File: config.mk
export PLATFORM = sky130hd
export DESIGN_NAME = ptrr_ctrl
export DESIGN_NICKNAME = d
export VERILOG_FILES = /design/src/ptrr_pkg.sv /design/src/ptrr_ctrl.sv
export VERILOG_INCLUDE_DIRS = /design/src /design/src/src
export SDC_FILE = /design/constraint.sdc
export NUM_CORES = 1
export LEC_CHECK = 0
export ABC_AREA = 1
export BUFFER_PORTS_ARGS = -buffer_cell sky130_fd_sc_hd__buf_2
export CORE_ASPECT_RATIO = 0.9
export CORE_MARGIN = 2
export CORE_UTILIZATION = 57
export DETAILED_ROUTE_END_ITERATION = 10
export MAX_ROUTING_LAYER = met4
export PLACE_DENSITY_LB_ADDON = 0.3
export REMOVE_ABC_BUFFERS = 1
export SYNTH_ARGS = -nofsm -noshare
export SYNTH_HDL_FRONTEND = slang
export SYNTH_SLANG_ARGS = --single-unit
File: constraint.sdc
create_clock -name clk -period 3.1 [get_ports clk]
set_clock_uncertainty 0.1 [all_clocks]
set_input_delay 0.465 -clock clk [delete_from_list [all_inputs] [get_ports clk]]
set_output_delay 0.465 -clock clk [all_outputs]
set_load 0.005 [all_outputs]
File: src/process_table_round_robin_core_assert.svh
// ----------------------------------------------------------------------------
// Process table assertion macros
// Concurrent property checks, compiled out when SYNTH is defined.
// ----------------------------------------------------------------------------
`ifndef PROCESS_TABLE_ROUND_ROBIN_CORE_ASSERT_SVH
`define PROCESS_TABLE_ROUND_ROBIN_CORE_ASSERT_SVH
`ifndef SYNTH
`define PTRR_ASSERT_IMP(label, clk, rst_n, ante, cons) \
    label: assert property (@(posedge clk) disable iff (!rst_n) (ante) |-> (cons)) \
        else $error("process table check failed");
`define PTRR_ASSERT_NEXT(label, clk, rst_n, ante, cons) \
    label: assert property (@(posedge clk) disable iff (!rst_n) (ante) |=> (cons)) \
        else $error("process table check failed");
`else
`define PTRR_ASSERT_IMP(label, clk, rst_n, ante, cons)
`define PTRR_ASSERT_NEXT(label, clk, rst_n, ante, cons)
`endif
`endif

File: src/ptrr_pkg.sv
// ----------------------------------------------------------------------------
// Process table package
// Operation and status codes, controller states, command and status bundles.
// ----------------------------------------------------------------------------
`default_nettype none
package ptrr_pkg;

    localparam logic [2:0] FN_TICK   = 3'd0;
    localparam logic [2:0] FN_CREATE = 3'd1;
    localparam logic [2:0] FN_FORK   = 3'd2;
    localparam logic [2:0] FN_EXIT   = 3'd3;
    localparam logic [2:0] FN_WAIT   = 3'd4;
    localparam logic [2:0] FN_LOOKUP = 3'd5;

    localparam logic [2:0] ST_OK       = 3'd0;
    localparam logic [2:0] ST_NO_SLOT  = 3'd1;
    localparam logic [2:0] ST_NO_PID   = 3'd2;
    localparam logic [2:0] ST_NOT_FND  = 3'd3;
    localparam logic [2:0] ST_RUNNING  = 3'd4;

    typedef enum logic [2:0] {
        SCAN_READY,
        SCAN_FREE,
        SCAN_ALLOC,
        SCAN_LOOKUP,
        SCAN_CHILD
    } scan_mode_t;

    typedef enum logic [2:0] {
        RES_STATUS,
        RES_TICK,
        RES_NEW,
        RES_EXIT,
        RES_REAP,
        RES_LOOK
    } res_kind_t;

    typedef enum logic [10:0] {
        S_IDLE   = 11'b00000000001,
        S_DECODE = 11'b00000000010,
        S_RD1    = 11'b00000000100,
        S_RD2    = 11'b00000001000,
        S_READY  = 11'b00000010000,
        S_FREE   = 11'b00000100000,
        S_TRY    = 11'b00001000000,
        S_ALLOC  = 11'b00010000000,
        S_CHILD  = 11'b00100000000,
        S_LOOK   = 11'b01000000000,
        S_RESULT = 11'b10000000000
    } state_t;

    typedef struct packed {
        logic       latch_in;
        logic       rd_cur;
        logic       rd_sel;
        logic       scan_start;
        scan_mode_t scan_mode;
        logic       ctx_save;
        logic       exit_write;
        logic       me_load;
        logic       parent_one;
        logic       try_load;
        logic       pid_next;
        logic       free_load;
        logic       new_write;
        logic       reap;
        logic       load_out;
        res_kind_t  kind;
        logic [2:0] status;
    } ptrr_cmd_t;

    typedef struct packed {
        logic       scan_hit;
        logic       scan_miss;
        logic       cur_used;
        logic       tries_zero;
        logic       any_child;
        logic       out_free;
        logic [2:0] func;
    } ptrr_sts_t;

endpackage
`default_nettype wire

File: src/ptrr_ctrl.sv
// ----------------------------------------------------------------------------
// Process table controller
// Sequences table scans, reads and writes for each operation.
// ----------------------------------------------------------------------------
`default_nettype none
`include "process_table_round_robin_core_assert.svh"
module ptrr_ctrl
    import ptrr_pkg::*;
(
    input  wire logic      clk,
    input  wire logic      rst_n,
    input  wire logic      in_valid,
    output logic           in_ready,
    input  wire ptrr_sts_t sts,
    output ptrr_cmd_t      cmd
);

    state_t     state_reg, state_next;
    res_kind_t  kind_reg, kind_next;
    logic [2:0] status_reg, status_next;
    logic       accept;

    assign in_ready = (state_reg == S_IDLE);
    assign accept   = in_valid && in_ready;

    always_ff @(posedge clk or negedge rst_n)
    begin
        if (!rst_n)
        begin
            state_reg  <= S_IDLE;
            kind_reg   <= RES_STATUS;
            status_reg <= ST_OK;
        end
        else
        begin
            state_reg  <= state_next;
            kind_reg   <= kind_next;
            status_reg <= status_next;
        end
    end

    always_comb
    begin
        state_next  = state_reg;
        kind_next   = kind_reg;
        status_next = status_reg;
        cmd         = '0;
        cmd.kind    = kind_reg;
        cmd.status  = status_reg;
        unique case (state_reg)
            S_IDLE:
            begin
                if (accept)
                begin
                    cmd.latch_in = 1'b1;
                    state_next   = S_DECODE;
                end
            end
            S_DECODE:
            begin
                kind_next   = RES_STATUS;
                status_next = ST_NOT_FND;
                state_next  = S_RESULT;
                unique case (sts.func)
                    FN_TICK:
                    begin
                        cmd.ctx_save   = 1'b1;
                        cmd.scan_start = 1'b1;
                        cmd.scan_mode  = SCAN_READY;
                        state_next     = S_READY;
                    end
                    FN_CREATE:
                    begin
                        cmd.parent_one = 1'b1;
                        cmd.scan_start = 1'b1;
                        cmd.scan_mode  = SCAN_FREE;
                        state_next     = S_FREE;
                    end
                    FN_FORK, FN_WAIT:
                    begin
                        if (sts.cur_used)
                        begin
                            cmd.rd_cur = 1'b1;
                            state_next = S_RD1;
                        end
                    end
                    FN_EXIT:
                    begin
                        if (sts.cur_used)
                        begin
                            cmd.exit_write = 1'b1;
                            cmd.rd_cur     = 1'b1;
                            state_next     = S_RD1;
                        end
                    end
                    FN_LOOKUP:
                    begin
                        cmd.scan_start = 1'b1;
                        cmd.scan_mode  = SCAN_LOOKUP;
                        state_next     = S_LOOK;
                    end
                    default:
                    begin
                        state_next = S_RESULT;
                    end
                endcase
            end
            S_RD1:
            begin
                state_next = S_RD2;
            end
            S_RD2:
            begin
                status_next = ST_OK;
                state_next  = S_RESULT;
                unique case (sts.func)
                    FN_TICK:
                    begin
                        kind_next = RES_TICK;
                    end
                    FN_EXIT:
                    begin
                        kind_next = RES_EXIT;
                    end
                    FN_FORK:
                    begin
                        cmd.me_load    = 1'b1;
                        cmd.scan_start = 1'b1;
                        cmd.scan_mode  = SCAN_FREE;
                        state_next     = S_FREE;
                    end
                    FN_WAIT:
                    begin
                        cmd.me_load    = 1'b1;
                        cmd.scan_start = 1'b1;
                        cmd.scan_mode  = SCAN_CHILD;
                        state_next     = S_CHILD;
                    end
                    default:
                    begin
                        kind_next   = RES_STATUS;
                        status_next = ST_NOT_FND;
                    end
                endcase
            end
            S_READY:
            begin
                if (sts.scan_hit || sts.scan_miss)
                begin
                    cmd.rd_sel = 1'b1;
                    state_next = S_RD1;
                end
            end
            S_FREE:
            begin
                if (sts.scan_hit)
                begin
                    cmd.free_load = 1'b1;
                    cmd.try_load  = 1'b1;
                    state_next    = S_TRY;
                end
                else if (sts.scan_miss)
                begin
                    kind_next   = RES_STATUS;
                    status_next = ST_NO_SLOT;
                    state_next  = S_RESULT;
                end
            end
            S_TRY:
            begin
                if (sts.tries_zero)
                begin
                    kind_next   = RES_STATUS;
                    status_next = ST_NO_PID;
                    state_next  = S_RESULT;
                end
                else
                begin
                    cmd.pid_next   = 1'b1;
                    cmd.scan_start = 1'b1;
                    cmd.scan_mode  = SCAN_ALLOC;
                    state_next     = S_ALLOC;
                end
            end
            S_ALLOC:
            begin
                if (sts.scan_hit)
                begin
                    state_next = S_TRY;
                end
                else if (sts.scan_miss)
                begin
                    cmd.new_write = 1'b1;
                    kind_next     = RES_NEW;
                    status_next   = ST_OK;
                    state_next    = S_RESULT;
                end
            end
            S_CHILD:
            begin
                if (sts.scan_hit)
                begin
                    cmd.reap    = 1'b1;
                    kind_next   = RES_REAP;
                    status_next = ST_OK;
                    state_next  = S_RESULT;
                end
                else if (sts.scan_miss)
                begin
                    kind_next   = RES_STATUS;
                    status_next = sts.any_child ? ST_RUNNING : ST_NOT_FND;
                    state_next  = S_RESULT;
                end
            end
            S_LOOK:
            begin
                if (sts.scan_hit)
                begin
                    kind_next   = RES_LOOK;
                    status_next = ST_OK;
                    state_next  = S_RESULT;
                end
                else if (sts.scan_miss)
                begin
                    kind_next   = RES_STATUS;
                    status_next = ST_NOT_FND;
                    state_next  = S_RESULT;
                end
            end
            S_RESULT:
            begin
                if (sts.out_free)
                begin
                    cmd.load_out = 1'b1;
                    state_next   = S_IDLE;
                end
            end
            default:
            begin
                state_next = S_IDLE;
            end
        endcase
    end

    `PTRR_ASSERT_IMP(a_load_when_free, clk, rst_n, cmd.load_out, sts.out_free)
    `PTRR_ASSERT_IMP(a_hit_miss_excl, clk, rst_n, sts.scan_hit, !sts.scan_miss)
    `PTRR_ASSERT_NEXT(a_accept_decode, clk, rst_n, accept, state_reg == S_DECODE)

endmodule
`default_nettype wire

-- Yosys cells after proc, flatten, opt, wreduce, memory -nomap -nowiden
Index checks and enable logic that the tools add are counted.
- register bits: 17
- input bits: 12
- logic and storage cells: 102
- eq/ne operators: 27
- muxes and demuxes: 60
- reductions and logical operators: 12
- operator list (operator ; count):
    $pmux 11 s9 ; 1
    $mux 11 ; 8
    $mux 3 ; 17
    $pmux 11 s4 ; 1
    $pmux 3 s7 ; 2
    $pmux 4 s3 ; 2
    $mux 1 ; 23
    $pmux 11 s2 ; 1
    $ne 2x2->1 const B ; 8
    $eq 11x1->1 const B ; 1
    $eq 11x10->1 const B ; 1
    $eq 11x11->1 const B ; 1
    $eq 11x2->1 const B ; 1
    $eq 11x3->1 const B ; 1
    $eq 11x4->1 const B ; 1
    $eq 11x5->1 const B ; 1
    $eq 11x6->1 const B ; 1
    $eq 11x7->1 const B ; 1
    $eq 11x8->1 const B ; 1
    $eq 11x9->1 const B ; 1
    $pmux 3 s3 ; 1
    $pmux 4 s2 ; 1
    $reduce_and 8->1 ; 1
    $reduce_bool 7->1 ; 1
    other kinds (15) ; 21

-- Logic depth before layout (Yosys ltp)
- word-level depth: 4
- mapped depth: 12
- gate-level depth less buffers: 11

-- Worst setup path before layout
OpenSTA, ideal clock, no wires.
- path kind: reg-to-output
- start point: reg state_reg[8]
- end point: out cmd[17] (netlist name)
- arrival: 1268 ps
- slack: 1267 ps
- cell stages (with the launch flop): 8
- path buffers: 0
- cells stage by stage: dfrtp_1 > nor2_4 > nand2_4 > nor2_4 > nand2_2 > inv_2 > nand2_1 > o21ai_0
- RTL lines (item ; line ; RTL):
    start, declared ; ptrr_ctrl.sv:18 ; state_t state_reg, state_next;
    start signal, assigned ; ptrr_ctrl.sv:36 ; state_reg <= state_next;
    end, declared ; ptrr_ctrl.sv:15 ; output ptrr_cmd_t cmd

==> results_dict.tcl <==
set metrics [dict create \
    drc_errors 0 \
    fin_setup_tns_ns 0 \
    cp_top_family "simple AND/OR/NAND/NOR gates" \
    period_share_pct 78.2 \
    start_kind "flop" \
    core-area_mm2 0.00245 \
    start_util_pct 60.2 \
    crit_chain "nor2_4, nand2_4, nor2_4, nand2_2, inv_2, nand2_1, o21ai_0, buf_2" \
    grtUsageTotal_pct 27.3 \
    cp_max_fo 6 \
    critPathMostFrequentCell "nor2_4" \
    relSlewSlack_pct 73.1 \
    fin_cells 299 \
    reg2reg_slack_ns 1.17 \
    root_buffer "clkbuf_4" \
    tightest_slew_ns 0.403 \
    hold_viol 0 \
    chipHeight_um 52.2 \
    place_ws_ns 0.908 \
    crit_buf_inv 2 \
    grt_max_degree 18 \
    clk_path_buf_depth 2 \
    ys_seq_area_share_pct 29.0 \
    postCtsSetupBuffers 0 \
    vias 1544 \
    cp.required_ns 2.53 \
    swShare_pct 44.2 \
    seq_power_share_pct 36.5 \
    largest_register_ff_count 11 \
    synth_compound_area_share_pct 10.6 \
    worst_ir_drop_vdd_mv 0.374 \
    drtPass1Iterations 6 \
    p_clk_share_pct 17.8 \
    antenna_found_initial 0 \
    layout.nets 284 \
    maxCapViolCount 0 \
    yosys.area.top_type "dfrtp_1" \
    diodes 0 \
    drtAntennaViolNets 0 \
    worstSetupPathType "reg -> out" \
    hpwl_mm 2.87 \
    clkTransAtPathRegs_ns 0.10 \
    report.final.setup_viol 0 \
    worst_slack_ns 0.677 \
    synth_fa_ha_area_share_pct 0 \
    dieArea_mm2 0.00301 \
    synth_mux_area_share_pct 0 \
    critPathCaptureType "output port" \
    synth.distinct_cells 29 \
    p_per_area_mw_per_mm2 417 \
    ios 36 \
    wire_per_inst_um 12.1 \
    synth_simple_gate_area_share_pct 46.6 \
    cts_tree "built" \
    multi_input_area_um2 843 \
    avgSynthCellArea_um2 6.32 \
    arrival_ns 1.86 \
    cpMaxStageDelayCell "dfrtp_1" \
    cts_made_buffers 3 \
    yosys-top-cells-count "48 x nand2_1, 42 x inv_1, 33 x nor2_1" \
    grt_pass1_vias 1366 \
    ys_ff_latch 17 \
    slowest_delay_ns 0.44 \
    netlist_top_cells_area "dfrtp_1 27%, nand2_1 12%, inv_1 11%" \
    report.final.slew_viol_count 0 \
    row_count 17 \
    synth_enable_flop_cells 0 \
    whs_ns 0.344 \
    yosys_warnings 0 \
    die_width_um 57.6 \
    portBuffers 35 \
    fmax_mhz 413 \
    ff_latch_area_um2 427 \
    async_flop_share_pct 100 \
    p_int_uw 395 \
    fin_crit_ns 2.42 \
    synthXorXnorAreaFrac_pct 0 \
    final_layout_size_suffix_gt1_share_pct 26.6 \
    dp.cells 294 \
    synth_area_mm2 0.00147 \
    status "finished, final reports clean" \
    cts.sinks 17 \
    post_drt_via_cell_ratio 5.16 \
    drt_wl_total_mm 3.61 \
    rsz0062_at_grt "no" \
    final_util_pct 69.5 \
    p_switching_uw 313 \
    synth_top_area_share_pct 27.2 \
    grt_pass1_wl_mm 5.98 \
    clkLatencyLatePin_ns 0.31 \
    syn_inst 233 \
    drtIter0Drc 104 \
    fillCellCount 230 \
    gp_congestion 0.963 \
    grt_remaining_overflow 0 \
    synth_top_family_by_area "simple AND/OR/NAND/NOR gates" \
    h-tree-depth 1 \
    synth_most_common_cell "nand2_1" \
    syn_to_final_growth_pct 15.5 \
    leakage_uw 0.00105 \
    yosys_most_used_dff "dfrtp_1" \
    hp-class "in -> reg" \
    p_comb_share_pct 45.7 \
]
[cell usage in the layout (no fill, tap or decap), types with 7 or more instances in the layout]
cell     count
inv_1       42
nand3_1     24
o21ai_0      9
nor2_2       7
nand2_1     48
nor2_1      33
buf_2       35
dfrtp_1     16
nand2_2      8
[stage by stage]
step / cell area, um2 / total power (uW)
after floorplan: 1450 / 495
after global placement: 1660 / 578
after detailed placement: 1660 / 581
after CTS: 1700 / 705
after global routing: 1700 / 756
final: 1700 / 709
[metal layers]
layer	share of wire [%]	track usage (%)	vias to the layer above	routed length [um]
met3	7.1	3.21	7	257
met4	2.1	11.2	0	76
met1	48	38.6	664	1730
met5	0	-	-	0
met2	43	40.0	64	1550
li1	-	-	809	-
[worst paths after layout]
kind,start,end,cells past startpoint
worst max-delay path,state_reg[8],cmd[17],8
worst min-delay path,in_valid,state_reg[0],3
worst max register to register,state_reg[3],status_reg[0],10
worst min register to register,kind_reg[2],kind_reg[2],2
max in group asynchronous,rst_n,state_reg[0],2
min in group asynchronous,rst_n,state_reg[9],2
[area by class of cell]
class / instances / area share, %
multi-input cells: 165 / 49.6
flip-flops and latches: 17 / 25.1
inverters: 49 / 10.8
repair buffers: 36 / 10.9
well taps: 28 / 2.06
clock buffers: 4 / 1.55
[cell families after synthesis]
kind of cell	count (synthesis)
flops	17
simple gates	139
compound gates	26
buf+inv	51
[power groups by stage]
stage	Sequential [uW]	Clock (uW)	Combinational, uW
2_1_floorplan	261	0	235
3_3_place_gp	262	0	316
3_5_place_dp	263	0	318
4_1_cts	258	127	320
5_1_grt	261	134	361
6_report	258	126	324
[worst min-delay path: cells and delay by family]
kind                   cells  cell delay [ns]
buffers and inverters      1             0.08
AO/OA/AOI/OAI              1             0.16
AND/OR/NAND/NOR            1             0.04
[timing repair]
| action | 4_1_cts | 5_1_grt |
|---|---|---|
| gates resized for setup | 0 | 0 |
| endpoints found under the hold margin | 16 | 0 |
| hold buffers | 1 | 0 |
Note: power is estimated with default switching activity, not from simulation.
